### config.mk
export PLATFORM = sky130hd
export DESIGN_NAME = parallel_lane_add_sub_unit
export DESIGN_NICKNAME = d
export VERILOG_FILES = /design/src/plasu_pkg.sv /design/src/plasu_byte_lane.sv /design/src/plasu_half_lane.sv /design/src/plasu_merge.sv /design/src/parallel_lane_add_sub_unit.sv
export SDC_FILE = /design/constraint.sdc
export NUM_CORES = 1
export LEC_CHECK = 0
export BUFFER_PORTS_ARGS = -buffer_cell sky130_fd_sc_hd__buf_2
export CORE_ASPECT_RATIO = 0.75
export CORE_UTILIZATION = 58
export CTS_BUF_LIST = sky130_fd_sc_hd__clkbuf_8
export DETAILED_ROUTE_END_ITERATION = 6
export PLACE_DENSITY = 0.83
export SYNTH_ARGS = -nofsm -noshare
export SYNTH_HDL_FRONTEND = slang
export SYNTH_SLANG_ARGS = --single-unit
### constraint.sdc
create_clock -name clock -period 6.46 [get_ports clock]
set_clock_uncertainty 0.05 [all_clocks]
set_input_delay 1.292 -clock clock [delete_from_list [all_inputs] [get_ports clock]]
set_output_delay 1.292 -clock clock [all_outputs]
set_load 0.01 [all_outputs]
### src/plasu_pkg.sv
// Package for the parallel lane add/subtract unit: operation codes, lane widths
// and the structs passed between the lane, merge and top modules. No dependencies.
package plasu_pkg;

   localparam int WORD_BITS  = 32;
   localparam int BYTE_LANES = 4;
   localparam int HALF_LANES = 2;
   localparam int HALF_BITS  = 16;
   localparam int OP_BITS    = 4;

   typedef enum logic [OP_BITS-1:0] {
      OP_SADD8   = 4'd0,
      OP_UADD8   = 4'd1,
      OP_SADD16  = 4'd2,
      OP_UADD16  = 4'd3,
      OP_SSUB16  = 4'd4,
      OP_USUB16  = 4'd5,
      OP_QADD16  = 4'd6,
      OP_UQADD16 = 4'd7,
      OP_QSUB16  = 4'd8,
      OP_UQSUB16 = 4'd9,
      OP_SHADD16 = 4'd10,
      OP_UHADD16 = 4'd11,
      OP_SHSUB16 = 4'd12,
      OP_UHSUB16 = 4'd13
   } op_type;

   localparam logic [HALF_BITS-1:0] SAT_SMAX = 16'h7FFF;
   localparam logic [HALF_BITS-1:0] SAT_SMIN = 16'h8000;
   localparam logic [HALF_BITS-1:0] SAT_UMAX = 16'hFFFF;
   localparam logic [HALF_BITS-1:0] SAT_UMIN = 16'h0000;

   typedef struct packed {
      logic [7:0] res;
      logic       ge;
   } byte_out_type;

   typedef struct packed {
      logic [HALF_BITS-1:0] res;
      logic                 ge;
   } half_out_type;

   typedef struct packed {
      logic                  ge_valid;
      logic [BYTE_LANES-1:0] ge_flags;
      logic [WORD_BITS-1:0]  lane_result;
   } result_type;

   // Signed ops sit at even codes, subtracts at 4,5,8,9,12,13.
   function automatic logic op_is_signed(op_type code);
      return !code[0];
   endfunction

   function automatic logic op_is_sub(op_type code);
      logic s;
      case (code)
         OP_SSUB16, OP_USUB16, OP_QSUB16, OP_UQSUB16, OP_SHSUB16, OP_UHSUB16: s = 1'b1;
         default: s = 1'b0;
      endcase
      return s;
   endfunction

endpackage

### src/plasu_byte_lane.sv
// One byte lane: modular 8-bit add with signed or carry GE flag.
// Depends on plasu_pkg.
module plasu_byte_lane (
   input  plasu_pkg::op_type       code,
   input  logic [7:0]              a,
   input  logic [7:0]              b,
   output plasu_pkg::byte_out_type lane_out
);

   logic [8:0] usum;
   logic [9:0] ssum;

   assign usum = {1'b0, a} + {1'b0, b};
   assign ssum = {{2{a[7]}}, a} + {{2{b[7]}}, b};

   always_comb begin
      lane_out.res = usum[7:0];
      lane_out.ge  = (code == plasu_pkg::OP_SADD8) ? !ssum[9] : usum[8];
   end

endmodule

### src/plasu_half_lane.sv
// One halfword lane: modular, saturating and halving add/subtract on 16 bits.
// Depends on plasu_pkg.
module plasu_half_lane (
   input  plasu_pkg::op_type                   code,
   input  logic [plasu_pkg::HALF_BITS-1:0]     a,
   input  logic [plasu_pkg::HALF_BITS-1:0]     b,
   output plasu_pkg::half_out_type             lane_out
);

   localparam int W = plasu_pkg::HALF_BITS;

   logic [W+1:0] a_ext;
   logic [W+1:0] b_ext;
   logic [W+1:0] r;
   logic         s_ovf;

   always_comb begin
      a_ext = plasu_pkg::op_is_signed(code) ? {{2{a[W-1]}}, a} : {2'b00, a};
      b_ext = plasu_pkg::op_is_signed(code) ? {{2{b[W-1]}}, b} : {2'b00, b};
      r     = plasu_pkg::op_is_sub(code) ? (a_ext - b_ext) : (a_ext + b_ext);
      // signed exact result fits 17 bits; signed overflow when bit 16 differs from bit 15
      s_ovf = r[W] != r[W-1];
   end

   always_comb begin
      lane_out.res = '0;
      lane_out.ge  = 1'b0;
      case (code)
         plasu_pkg::OP_SADD16, plasu_pkg::OP_SSUB16, plasu_pkg::OP_USUB16: begin
            lane_out.res = r[W-1:0];
            lane_out.ge  = !r[W+1];
         end
         plasu_pkg::OP_UADD16: begin
            lane_out.res = r[W-1:0];
            lane_out.ge  = r[W];
         end
         plasu_pkg::OP_QADD16, plasu_pkg::OP_QSUB16: begin
            if (s_ovf) begin
               lane_out.res = r[W+1] ? plasu_pkg::SAT_SMIN : plasu_pkg::SAT_SMAX;
            end else begin
               lane_out.res = r[W-1:0];
            end
         end
         plasu_pkg::OP_UQADD16: begin
            lane_out.res = r[W] ? plasu_pkg::SAT_UMAX : r[W-1:0];
         end
         plasu_pkg::OP_UQSUB16: begin
            lane_out.res = r[W+1] ? plasu_pkg::SAT_UMIN : r[W-1:0];
         end
         plasu_pkg::OP_SHADD16, plasu_pkg::OP_UHADD16,
         plasu_pkg::OP_SHSUB16, plasu_pkg::OP_UHSUB16: begin
            lane_out.res = r[W:1];
         end
         default: begin
            lane_out.res = '0;
            lane_out.ge  = 1'b0;
         end
      endcase
   end

endmodule

### src/plasu_merge.sv
// Merge stage: picks byte or halfword lane results and builds the GE flags.
// Depends on plasu_pkg.
module plasu_merge (
   input  plasu_pkg::op_type       code,
   input  plasu_pkg::byte_out_type byte_out [plasu_pkg::BYTE_LANES],
   input  plasu_pkg::half_out_type half_out [plasu_pkg::HALF_LANES],
   output plasu_pkg::result_type   result
);

   always_comb begin
      result = '0;
      case (code)
         plasu_pkg::OP_SADD8, plasu_pkg::OP_UADD8: begin
            for (int i = 0; i < plasu_pkg::BYTE_LANES; i++) begin
               result.lane_result[8*i +: 8] = byte_out[i].res;
               result.ge_flags[i]           = byte_out[i].ge;
            end
            result.ge_valid = 1'b1;
         end
         plasu_pkg::OP_SADD16, plasu_pkg::OP_UADD16,
         plasu_pkg::OP_SSUB16, plasu_pkg::OP_USUB16: begin
            for (int i = 0; i < plasu_pkg::HALF_LANES; i++) begin
               result.lane_result[plasu_pkg::HALF_BITS*i +: plasu_pkg::HALF_BITS] =
                  half_out[i].res;
               result.ge_flags[2*i +: 2] = {2{half_out[i].ge}};
            end
            result.ge_valid = 1'b1;
         end
         plasu_pkg::OP_QADD16, plasu_pkg::OP_UQADD16, plasu_pkg::OP_QSUB16,
         plasu_pkg::OP_UQSUB16, plasu_pkg::OP_SHADD16, plasu_pkg::OP_UHADD16,
         plasu_pkg::OP_SHSUB16, plasu_pkg::OP_UHSUB16: begin
            // no GE update: flags stay zero
            for (int i = 0; i < plasu_pkg::HALF_LANES; i++) begin
               result.lane_result[plasu_pkg::HALF_BITS*i +: plasu_pkg::HALF_BITS] =
                  half_out[i].res;
            end
         end
         default: begin
            result = '0;
         end
      endcase
   end

endmodule

### src/parallel_lane_add_sub_unit.sv
// Parallel lane add/subtract unit: four byte lanes and two halfword lanes feed
// a merge stage whose result is held in one output register, loaded in the cycle
// after a word is taken. Throughput: 1 word per cycle while rsp_tready is high,
// set by the single output register, which refills in the cycle it drains.
// Reset: synchronous, active high; clears the output valid flag only.
// Depends on plasu_pkg, plasu_byte_lane, plasu_half_lane, plasu_merge.
module parallel_lane_add_sub_unit (
   input  logic        clock,
   input  logic        reset,
   input  logic        req_tvalid,
   output logic        req_tready,
   input  logic [63:0] req_tdata,   // [31:0] left_operand, [63:32] right_operand
   input  logic [7:0]  req_tuser,   // [3:0] req_type, [7:4] zero
   output logic        rsp_tvalid,
   input  logic        rsp_tready,
   output logic [31:0] rsp_tdata,   // [31:0] lane_result
   output logic [7:0]  rsp_tuser    // [3:0] ge_flags, [4] ge_valid, [7:5] zero
);

   localparam int W  = plasu_pkg::WORD_BITS;
   localparam int HB = plasu_pkg::HALF_BITS;

   plasu_pkg::op_type       code;
   logic [W-1:0]            left_op;
   logic [W-1:0]            right_op;
   plasu_pkg::byte_out_type byte_out [plasu_pkg::BYTE_LANES];
   plasu_pkg::half_out_type half_out [plasu_pkg::HALF_LANES];
   plasu_pkg::result_type   result;

   plasu_pkg::result_type   rsp_data_ff, rsp_data_in;
   logic                    rsp_valid_ff, rsp_valid_in;
   logic                    req_fire;

   assign code     = plasu_pkg::op_type'(req_tuser[plasu_pkg::OP_BITS-1:0]);
   assign left_op  = req_tdata[W-1:0];
   assign right_op = req_tdata[2*W-1:W];

   for (genvar i = 0; i < plasu_pkg::BYTE_LANES; i++) begin : g_byte
      plasu_byte_lane u_byte (
         .code     (code),
         .a        (left_op[8*i +: 8]),
         .b        (right_op[8*i +: 8]),
         .lane_out (byte_out[i])
      );
   end

   for (genvar i = 0; i < plasu_pkg::HALF_LANES; i++) begin : g_half
      plasu_half_lane u_half (
         .code     (code),
         .a        (left_op[HB*i +: HB]),
         .b        (right_op[HB*i +: HB]),
         .lane_out (half_out[i])
      );
   end

   plasu_merge u_merge (
      .code     (code),
      .byte_out (byte_out),
      .half_out (half_out),
      .result   (result)
   );

   // take a new word whenever the output register is empty or draining
   assign req_tready = !rsp_valid_ff || rsp_tready;
   assign req_fire   = req_tvalid && req_tready;

   always_comb begin
      rsp_valid_in = rsp_valid_ff;
      rsp_data_in  = rsp_data_ff;
      if (req_fire) begin
         rsp_valid_in = 1'b1;
         rsp_data_in  = result;
      end else if (rsp_tready) begin
         rsp_valid_in = 1'b0;
      end
   end

   always_ff @(posedge clock) begin
      if (reset) begin
         rsp_valid_ff <= 1'b0;
      end else begin
         rsp_valid_ff <= rsp_valid_in;
      end
   end

   always_ff @(posedge clock) begin
      rsp_data_ff <= rsp_data_in;
   end

   assign rsp_tvalid = rsp_valid_ff;
   assign rsp_tdata  = rsp_data_ff.lane_result;
   assign rsp_tuser  = {3'b000, rsp_data_ff.ge_valid, rsp_data_ff.ge_flags};

   a_fire_gives_rsp: assert property (@(posedge clock) disable iff (reset)
      req_fire |=> rsp_tvalid)
      else $error("accepted word did not produce a result word");

   a_stall_means_full: assert property (@(posedge clock) disable iff (reset)
      !req_tready |-> rsp_tvalid)
      else $error("input stalled with empty output register");

   a_ge_valid_code: assert property (@(posedge clock) disable iff (reset)
      req_fire |=> rsp_tuser[4] == ($past(req_tuser[3:0]) <= 4'd5))
      else $error("ge_valid does not match operation code");

   a_ge_zero: assert property (@(posedge clock) disable iff (reset)
      (rsp_tvalid && !rsp_tuser[4]) |-> rsp_tuser[3:0] == 4'd0)
      else $error("GE flags set on an operation without GE update");

endmodule

Word-level counts from Yosys, hierarchy flattened
Cells that the tools add are included.
- div/mod/pow operators: 0
- multiplexer cells: 27
- $add $sub $neg: 12
- reductions and logical operators: 18
- eq/ne operators: 15
- shift-type cells: 0
- $lt $le $gt $ge: 0
- bitwise gates (word level): 0
- multipliers: 0
- operators by type and width (cell ; count):
    one-hot mux 16 bit (5 select lines) ; 2
    2-to-1 mux 16 bit ; 8
    2-to-1 mux 18 bit ; 6
    adder 8 x 8 -> 9 bit ; 8
    one-hot mux 32 bit (2 select lines) ; 1
    adder 18 bit ; 2
    subtractor 18 bit ; 2
    equality test 4 bit (second input constant) ; 6
    equality test 4 x 3 -> 1 bit (second input constant) ; 4
    OR reduction 12 bit ; 1
    one-hot mux 5 bit (2 select lines) ; 1
    equality test 4 x 2 -> 1 bit (second input constant) ; 2
    OR reduction 4 bit ; 2
    logical NOT 1 bit ; 7
    2-to-1 mux 1 bit ; 7
    OR reduction 6 bit ; 1
    equality test 4 x 1 -> 1 bit (second input constant) ; 1
    logical NOT 4 bit ; 1
    one-hot mux 1 bit (2 select lines) ; 2
    OR reduction 2 bit ; 2
    OR reduction 3 bit ; 1
    != test 1 bit ; 2
    nonzero test 2 bit ; 1
    logical AND 1 bit ; 1
    logical OR 1 bit ; 1
- bits in writable memories: 0
- logic and storage cells: 76
- register bits: 38
- memory bits (read-only): 0
- memories kept: 0
- output and inout bits: 42
- bits in latches: 0
- input bits: 76

Depth between registers and ports, before layout
Gate-level depths: netlist (run 1).
- word-level depth: 8
- mapped depth: 18
- depth with buffers taken out: 17

Hierarchy
A second synthesis (run 1) with hierarchy kept.
- cells, all modules: 970
- area, all modules: 7574.8 um2
- by module, submodules not included (module ; cells an instance ; sequential area each (um2) ; area an instance (um2) ; instances):
    plasu_half_lane at g_half[0].u_half ; 279 ; 0.0 ; 1896.8 ; 1
    plasu_half_lane at g_half[1].u_half ; 284 ; 0.0 ; 1895.6 ; 1
    plasu_byte_lane ; 49 ; 0.0 ; 361.6 ; 4
    parallel_lane_add_sub_unit ; 46 ; 1131.1 ; 1192.4 ; 1
    plasu_merge ; 165 ; 0.0 ; 1143.6 ; 1

Worst setup path after synthesis (run 1)
No wires, ideal clock.
- kind: input to register
- start point: in req_tuser[2]
- end point: reg rsp_data_ff (netlist bit rsp_tdata[16]), data pin
- required time: 6.149 ns
- setup time: 0.261 ns
- slack: 1.310 ns
- arrival: 4.839 ns
- stages on the path: 15
- buffers on the path: 3
- path through: buf_2 -> o21ai_1 -> clkbuf_1 -> clkbuf_1 -> a21oi_1 -> fa_1 -> a21o_1 -> a221oi_2 -> o211ai_1 -> o21a_1 -> xnor2_2 -> xnor2_1 -> nor4_1 -> or3_1 -> a221o_1
- RTL lines (what ; line ; RTL):
    start, declared ; parallel_lane_add_sub_unit.sv:13 ; input logic [7:0] req_tuser,
    end signal, assigned ; parallel_lane_add_sub_unit.sv:87 ; rsp_data_ff <= rsp_data_in;
    end, declared ; parallel_lane_add_sub_unit.sv:30 ; plasu_pkg::result_type rsp_data_ff, rsp_data_in;

==> impl_metrics.env, run 1 <==
export IMPL_status="complete, no violations"
export IMPL_ant_nets=0
export IMPL_die_y_um=89.4
export IMPL_period_needed_ps=5860
export IMPL_tightestPinTransition_ps=1300
export IMPL_synthToLayoutAreaGrowth_pct=13.8
export IMPL_clock_sinks=38
export IMPL_gr_total_overflow=0
export IMPL_end_kind="flop"
export IMPL_reg2reg_to="rsp_tdata[13]"
export IMPL_place_inst=975
export IMPL_dpl_instance_area_mm2=0.00657
export IMPL_use_met2=0.502
export IMPL_cp_max_fo=24
export IMPL_whs_ps=474
export IMPL_design_power_total_mw=1.44
export IMPL_cts_buffers=5
export IMPL_setup_violations_final=0
export IMPL_synth_edf_count=37
export IMPL_p_per_area_mw_per_mm2=214
export IMPL_drive_gt1_frac=0.162
export IMPL_cts_tree="done"
export IMPL_wl_per_cell_um=18.1
export IMPL_root_buffer="clkbuf_8"
export IMPL_pin_count=118
export IMPL_dr_pass1_iters=7
export IMPL_peakVddDrop_mv=0.111
export IMPL_grt_pass1_wl_um=27700
export IMPL_syn_inst=748
export IMPL_postLayoutCellArea_mm2=0.00672
export IMPL_r2r_cells=3
export IMPL_use_met3=0.0880
export IMPL_dp_hpwl_um=14600
export IMPL_ys_seq_elements=38
export IMPL_period_share=0.908
export IMPL_die_w_um=118
export IMPL_drv_slew=0
export IMPL_core_mm2=0.00977
export IMPL_slew_headroom=0.133
export IMPL_drt_initial_drc_count=524
export IMPL_drc=0
export IMPL_drt_total_wl_um=17800
export IMPL_rsz0062_at_grt="no"
export IMPL_hp_class="reg -> reg"
export IMPL_stdcell_count=983
export IMPL_worstSkewPairLatency_ps=280
export IMPL_track_usage=0.335
export IMPL_netlist_cell_type_count=68
export IMPL_synth_top_area_cell="edfxtp_1"
export IMPL_vias_per_cell=6.34
export IMPL_synth_top_cells_by_area="edfxtp_1 19%, ha_1 14%, xnor2_1 7.3%, a21oi_1 6.4%, xor2_1 5.0%"
export IMPL_h_tree_depth=2
export IMPL_worstSetupEndpoint="rsp_tdata[6]"
export IMPL_synth_main_ff_cell="edfxtp_1"
export IMPL_place_gp_congestion=0.962
export IMPL_hold_buffers=0
export IMPL_syn_area_mm2=0.00590
export IMPL_cts_path_max_buffers=2
export IMPL_vias=6230
export IMPL_max_freq_mhz=171
export IMPL_clkSlewWorstSetupHoldPaths_ps=70
export IMPL_ys_async_sr_fraction=0
export IMPL_syn_area_per_cell_um2=7.89
export IMPL_cts_resized=0
export IMPL_final_nets=1000
export IMPL_grt_max_degree=38
export IMPL_p_leak_nw=3.00
export IMPL_antenna_found_initial=0
export IMPL_arrival_ps=5760
export IMPL_netlist_area_leader_share=0.188
export IMPL_first_global_vias=5541
export IMPL_numPortBuffers=110
export IMPL_hold_violations=0
export IMPL_insertedDiodeCount=0
export IMPL_row_count=31
export IMPL_rrSetupSlack_ps=5120
export IMPL_r2r_start="rsp_tvalid"
export IMPL_dieArea_mm2=0.0106
export IMPL_grt_met1_usage=0.479
export IMPL_yosysMostFrequentCell="nor2_1"
export IMPL_tns_ps=0
export IMPL_cp_start_kind="input port"
export IMPL_ys_seq_area_frac=0.192
export IMPL_grt_busiest_layer="met2"
export IMPL_worstSetupStartpoint="req_tuser[3]"
export IMPL_ys_warn_count=0
export IMPL_cts_setup_buffers=0
export IMPL_start_util=0.604
export IMPL_required_ps=6360
export IMPL_maxCapViolations=0
export IMPL_ys_top_cells_by_count="77 x nor2_1, 76 x a21oi_1, 68 x ha_1, 52 x nand2_1, 49 x xnor2_1"
export IMPL_criticalPathCategory="in -> reg"
## worst max-delay path, cell delays in order
cell	delay, ps
buf_2	240
o21ai_1	670
buf_4	330
o21ai_0	130
xor2_1	160
ha_1	350
a21oi_1	260
and3_1	220
nand3_1	140
a311o_1	370
o211ai_1	270
xor2_1	260
and3_1	360
nor2_2	380
o2111ai_1	320
## through the flow
step,utilization,worst slack (ps)
after floorplan,-,1310
after global placement,0.673,658
after detailed placement,0.673,502
after CTS,0.687,798
after global routing,0.687,354
final,0.687,596
## kinds of logic after synthesis
| group | count (synthesis) | synth area share |
|---|---|---|
| adders and majority gates | 75 | 0.166 |
| and+or+nand+nor | 229 | 0.189 |
| muxes | 2 | 0.00339 |
| DFF | 38 | 0.192 |
| other | 1 | 0.000635 |
| AOI/OAI and AO/OA | 261 | 0.283 |
| buffers and inverters | 58 | 0.0401 |
| xor gates and xnor gates | 84 | 0.126 |
## power by group
part | total [mW] | switching (mW) | internal [mW] | leakage (nW)
clock | 0.241 | 0.0766 | 0.165 | 0.0714
sequential | 0.345 | 0.0103 | 0.335 | 0.374
combinational | 0.854 | 0.526 | 0.327 | 2.56
total | 1.44 | 0.613 | 0.826 | 3.00
## worst min-delay path by stage
stage,start,to,cells past startpoint
2_1_floorplan,rsp_tvalid,rsp_tvalid,2
3_3_place_gp,rsp_tvalid,rsp_tvalid,2
3_5_place_dp,rsp_tvalid,rsp_tvalid,2
4_1_cts,rsp_tvalid,rsp_tvalid,2
5_1_grt,rsp_tvalid,rsp_tvalid,2
6_report,rsp_tvalid,rsp_tvalid,2
## metal layers
metal | wire length [um] | share of wire | up-vias
met5 | 0 | 0 | -
met4 | 261 | 0.015 | 0
met3 | 2320 | 0.13 | 36
met2 | 7170 | 0.40 | 369
met1 | 8030 | 0.45 | 2864
li1 | - | - | 2961
## registers in the layout, summed over array words and instances (netlist names)
name / flops
rsp_tvalid: 1
rsp_tdata: 32
rsp_tuser: 5
## layout make-up
class / instances / area (um2)
repair buffers: 118 / 611
clock buffers: 6 / 82.6
inverters: 33 / 124
flip-flops and latches: 38 / 1130
clock inverters: 2 / 60.1
well taps: 132 / 165
fillers: 836 / 3060
multi-input cells: 654 / 4540
## layout by cell type (no fill, tap or decap), types with 3 or more instances in the layout
master,synthesis,final
inv_1,32,32
nor2b_1,19,19
nor2_1,77,77
o21ai_0,46,46
o22ai_1,11,11
ha_1,68,68
buf_2,3,110
a31oi_1,7,7
and2_1,5,5
xnor2_1,49,49
a211o_1,3,3
nand2b_1,13,13
o21a_1,10,10
o31ai_1,5,5
o21ai_1,8,8
nand2_1,52,52
or3_1,6,6
a22oi_1,5,5
o211ai_1,14,14
conb_1,1,3
nor3_1,11,11
nand3_1,18,18
o2111ai_1,6,6
a221oi_1,8,8
nand4_1,3,3
a211oi_1,6,6
xor2_1,34,34
nor4_1,5,5
o21bai_1,7,7
buf_4,4,8
a21boi_0,5,5
fa_1,6,6
a21oi_1,76,76
edfxtp_1,37,37
and3_1,4,4
a21o_1,27,27
clkbuf_8,0,6
o221ai_1,4,4
No activity file was read; power rests on OpenSTA's default activity.
==> inputs of run 2 (changes only) <==
ABC_AREA = 1   (was not set)
CORE_UTILIZATION = 60   (was 58)
PLACE_DENSITY = 0.84   (was 0.83)
==> impl_metrics.env, run 2 <==
export IMPL_cts_resized=0
export IMPL_final_nets=1379
export IMPL_hp_class="reg -> reg"
export IMPL_slew_headroom=0.238
export IMPL_synth_edf_count=37
export IMPL_ant_nets=0
export IMPL_required_ps=6420
export IMPL_muxShareOfSynthArea=0
export IMPL_tightestPinTransition_ps=1140
export IMPL_numPortBuffers=110
export IMPL_vias_per_cell=5.55
export IMPL_ys_async_sr_fraction=0
export IMPL_dr_pass1_iters=7
export IMPL_ys_top_cells_by_count="309 x nand2_1, 182 x inv_1, 82 x a21oi_1, 82 x nand3_1, 76 x nor2_1"
export IMPL_seqPwrFrac=0.218
export IMPL_synth_main_ff_cell="edfxtp_1"
export IMPL_synth_top_area_cell="nand2_1"
export IMPL_clock_sinks=38
export IMPL_clkSlewWorstSetupHoldPaths_ps=70
export IMPL_wl_per_cell_um=14.7
export IMPL_grt_pass1_wl_um=32100
export IMPL_first_global_vias=6528
export IMPL_worstSkewPairLatency_ps=300
export IMPL_ys_seq_elements=38
export IMPL_postLayoutCellArea_mm2=0.00794
export IMPL_layout_common_cells="309 x nand2_1, 182 x inv_1, 110 x buf_2, 82 x nand3_1, 81 x a21oi_1"
export IMPL_largest_reg_flops=32
export IMPL_utilization=0.684
export IMPL_grt_max_degree=38
export IMPL_maxCapViolations=0
export IMPL_switchingPower_mw=0.754
export IMPL_core_mm2=0.0116
export IMPL_clockPowerShare=0.152
export IMPL_pin_count=118
export IMPL_netlist_cell_type_count=44
export IMPL_ys_warn_count=0
export IMPL_syn_area_mm2=0.00715
export IMPL_status="finished, violations left"
export IMPL_die_w_um=128
export IMPL_hold_buffers=0
export IMPL_die_y_um=96.5
export IMPL_mostFrequentLayoutCell="nand2_1"
export IMPL_max_freq_mhz=193
export IMPL_criticalPathCategory="in -> reg"
export IMPL_antenna_found_initial=0
export IMPL_drt_initial_drc_count=710
export IMPL_dieArea_mm2=0.0124
export IMPL_ys_seq_area_frac=0.158
export IMPL_insertedDiodeCount=0
export IMPL_period_needed_ps=5170
export IMPL_syn_inst=1129
export IMPL_switching_share=0.478
export IMPL_row_count=34
export IMPL_setup_violations_final=0
export IMPL_netlist_area_leader_share=0.162
export IMPL_start_util=0.615
export IMPL_drt_total_wl_um=20400
export IMPL_end_kind="flop"
export IMPL_rsz0062_at_grt="no"
export IMPL_drv_slew=0
export IMPL_synth_compound_area_frac=0.130
export IMPL_synthToLayoutAreaGrowth_pct=11.2
export IMPL_cts_setup_buffers=0
export IMPL_h_tree_depth=2
export IMPL_synth_top_family_by_area="simple AND/OR/NAND/NOR gates"
export IMPL_hold_violations=0
export IMPL_design_power_total_mw=1.58
export IMPL_gr_total_overflow=0
export IMPL_cts_buffers=5
export IMPL_period_share=0.801
export IMPL_p_int_mw=0.824
export IMPL_comb_power_share=0.631
export IMPL_violations="design-rule violations"
export IMPL_yosys_area_share_xor_xnor=0.0613
export IMPL_cts_path_max_buffers=2
export IMPL_track_usage=0.332
export IMPL_syn_area_per_cell_um2=6.33
export IMPL_cp_start_kind="input port"
export IMPL_peakVddDrop_mv=0.117
export IMPL_drc=7
export IMPL_place_gp_congestion=0.983
export IMPL_root_buffer="clkbuf_8"
export IMPL_cts_tree="done"
export IMPL_dp_hpwl_um=16700
export IMPL_drive_gt1_frac=0.172
export IMPL_synth_simple_area_share=0.393
export IMPL_synthAdderAreaFrac=0.136
export IMPL_fillers=1059
export IMPL_synth_top_cells_by_area="nand2_1 16%, edfxtp_1 16%, ha_1 12%, inv_1 9.6%, a21oi_1 5.7%"
export IMPL_tns_ps=0
export IMPL_dpl_instance_area_mm2=0.00781
export IMPL_p_leak_nw=4.26
export IMPL_p_per_area_mw_per_mm2=199
export IMPL_cp_max_fo=15
export IMPL_vias=7732
export IMPL_arrival_ps=5130
export IMPL_yosysMostFrequentCell="nand2_1"
run 2: cell types whose count changed after synthesis, sizes merged, moves of 10 or more:
cell and change:
nand2b -13, nand3 +86, nor2b -19, a21o -27, nand3b +13, xnor2 -31, nand4 +20, inv +160
o21a -10, nand2 +292
run 2: layer usage:
metal	global-route usage	part of all wire	vias to the layer above
met5	0	0	-
met4	0.0657	0.012	0
met3	0.0595	0.11	28
met2	0.485	0.40	364
met1	0.505	0.48	3467
li1	-	-	3873
run 2: through the flow:
step           worst slack, ps  std cells  hold WS [ps]
6_report                  1290       1392           519
3_3_place_gp              1240       1384           467
5_1_grt                    838       1392           539
3_5_place_dp              1150       1384           516
4_1_cts                   1410       1392           523
2_1_floorplan             2180       1131           527
run 2: cell type report:
class	count	area [um2]	area share
multi-input combinational	877	5170	0.651
sequential	38	1130	0.142
inverter	193	724	0.0912
timing repair buffer	114	581	0.0731
tap	162	203	0.0255
clock buffer	5	68.8	0.00866
clock inverter	3	63.8	0.00803
run 2: power by group through the flow:
stage / clock network (mW) / logic, mW / registers [mW]
2_1_floorplan: 0 / 0.704 / 0.371
4_1_cts: 0.241 / 0.972 / 0.344
3_5_place_dp: 0 / 0.964 / 0.349
5_1_grt: 0.251 / 1.10 / 0.347
6_report: 0.239 / 0.995 / 0.344
3_3_place_gp: 0 / 0.944 / 0.348
run 2: logic make-up (layout without fill, tap and decap cells):
logic type,after synthesis,after routing
compound gates,166,166
xor+xnor,50,50
fa+ha+maj,74,74
buf+inv,216,315
flops,38,38
other cells,1,3
simple gates,584,584
run 2: path summary, 6_finish.rpt:
| path | cells after the start | startpoint | to | slack [ps] |
|---|---|---|---|---|
| min | 2 | rsp_tvalid | rsp_tvalid | 520 |
| max reg2reg | 1 | rsp_tvalid | rsp_tdata[15] | 4780 |
| max | 23 | req_tdata[33] | rsp_tdata[8] | 1290 |
| min reg2reg | 2 | rsp_tvalid | rsp_tvalid | 520 |
run 2: critical path: stages:
cell and delay [ps]:
buf_2 130, inv_1 70, ha_1 170, inv_1 50, nor3_1 220, nor3b_1 460
nand3_1 220, nor2_1 250, a21oi_1 120, xor2_1 150, inv_1 60, ha_1 380
nand2_1 130, nor3_1 200, nand2_1 130, nand2_1 100, nand2_1 60, nand2_1 120
nand2_2 210, nand2_4 170, nand2_4 160, nand3_2 100, nand4_1 170
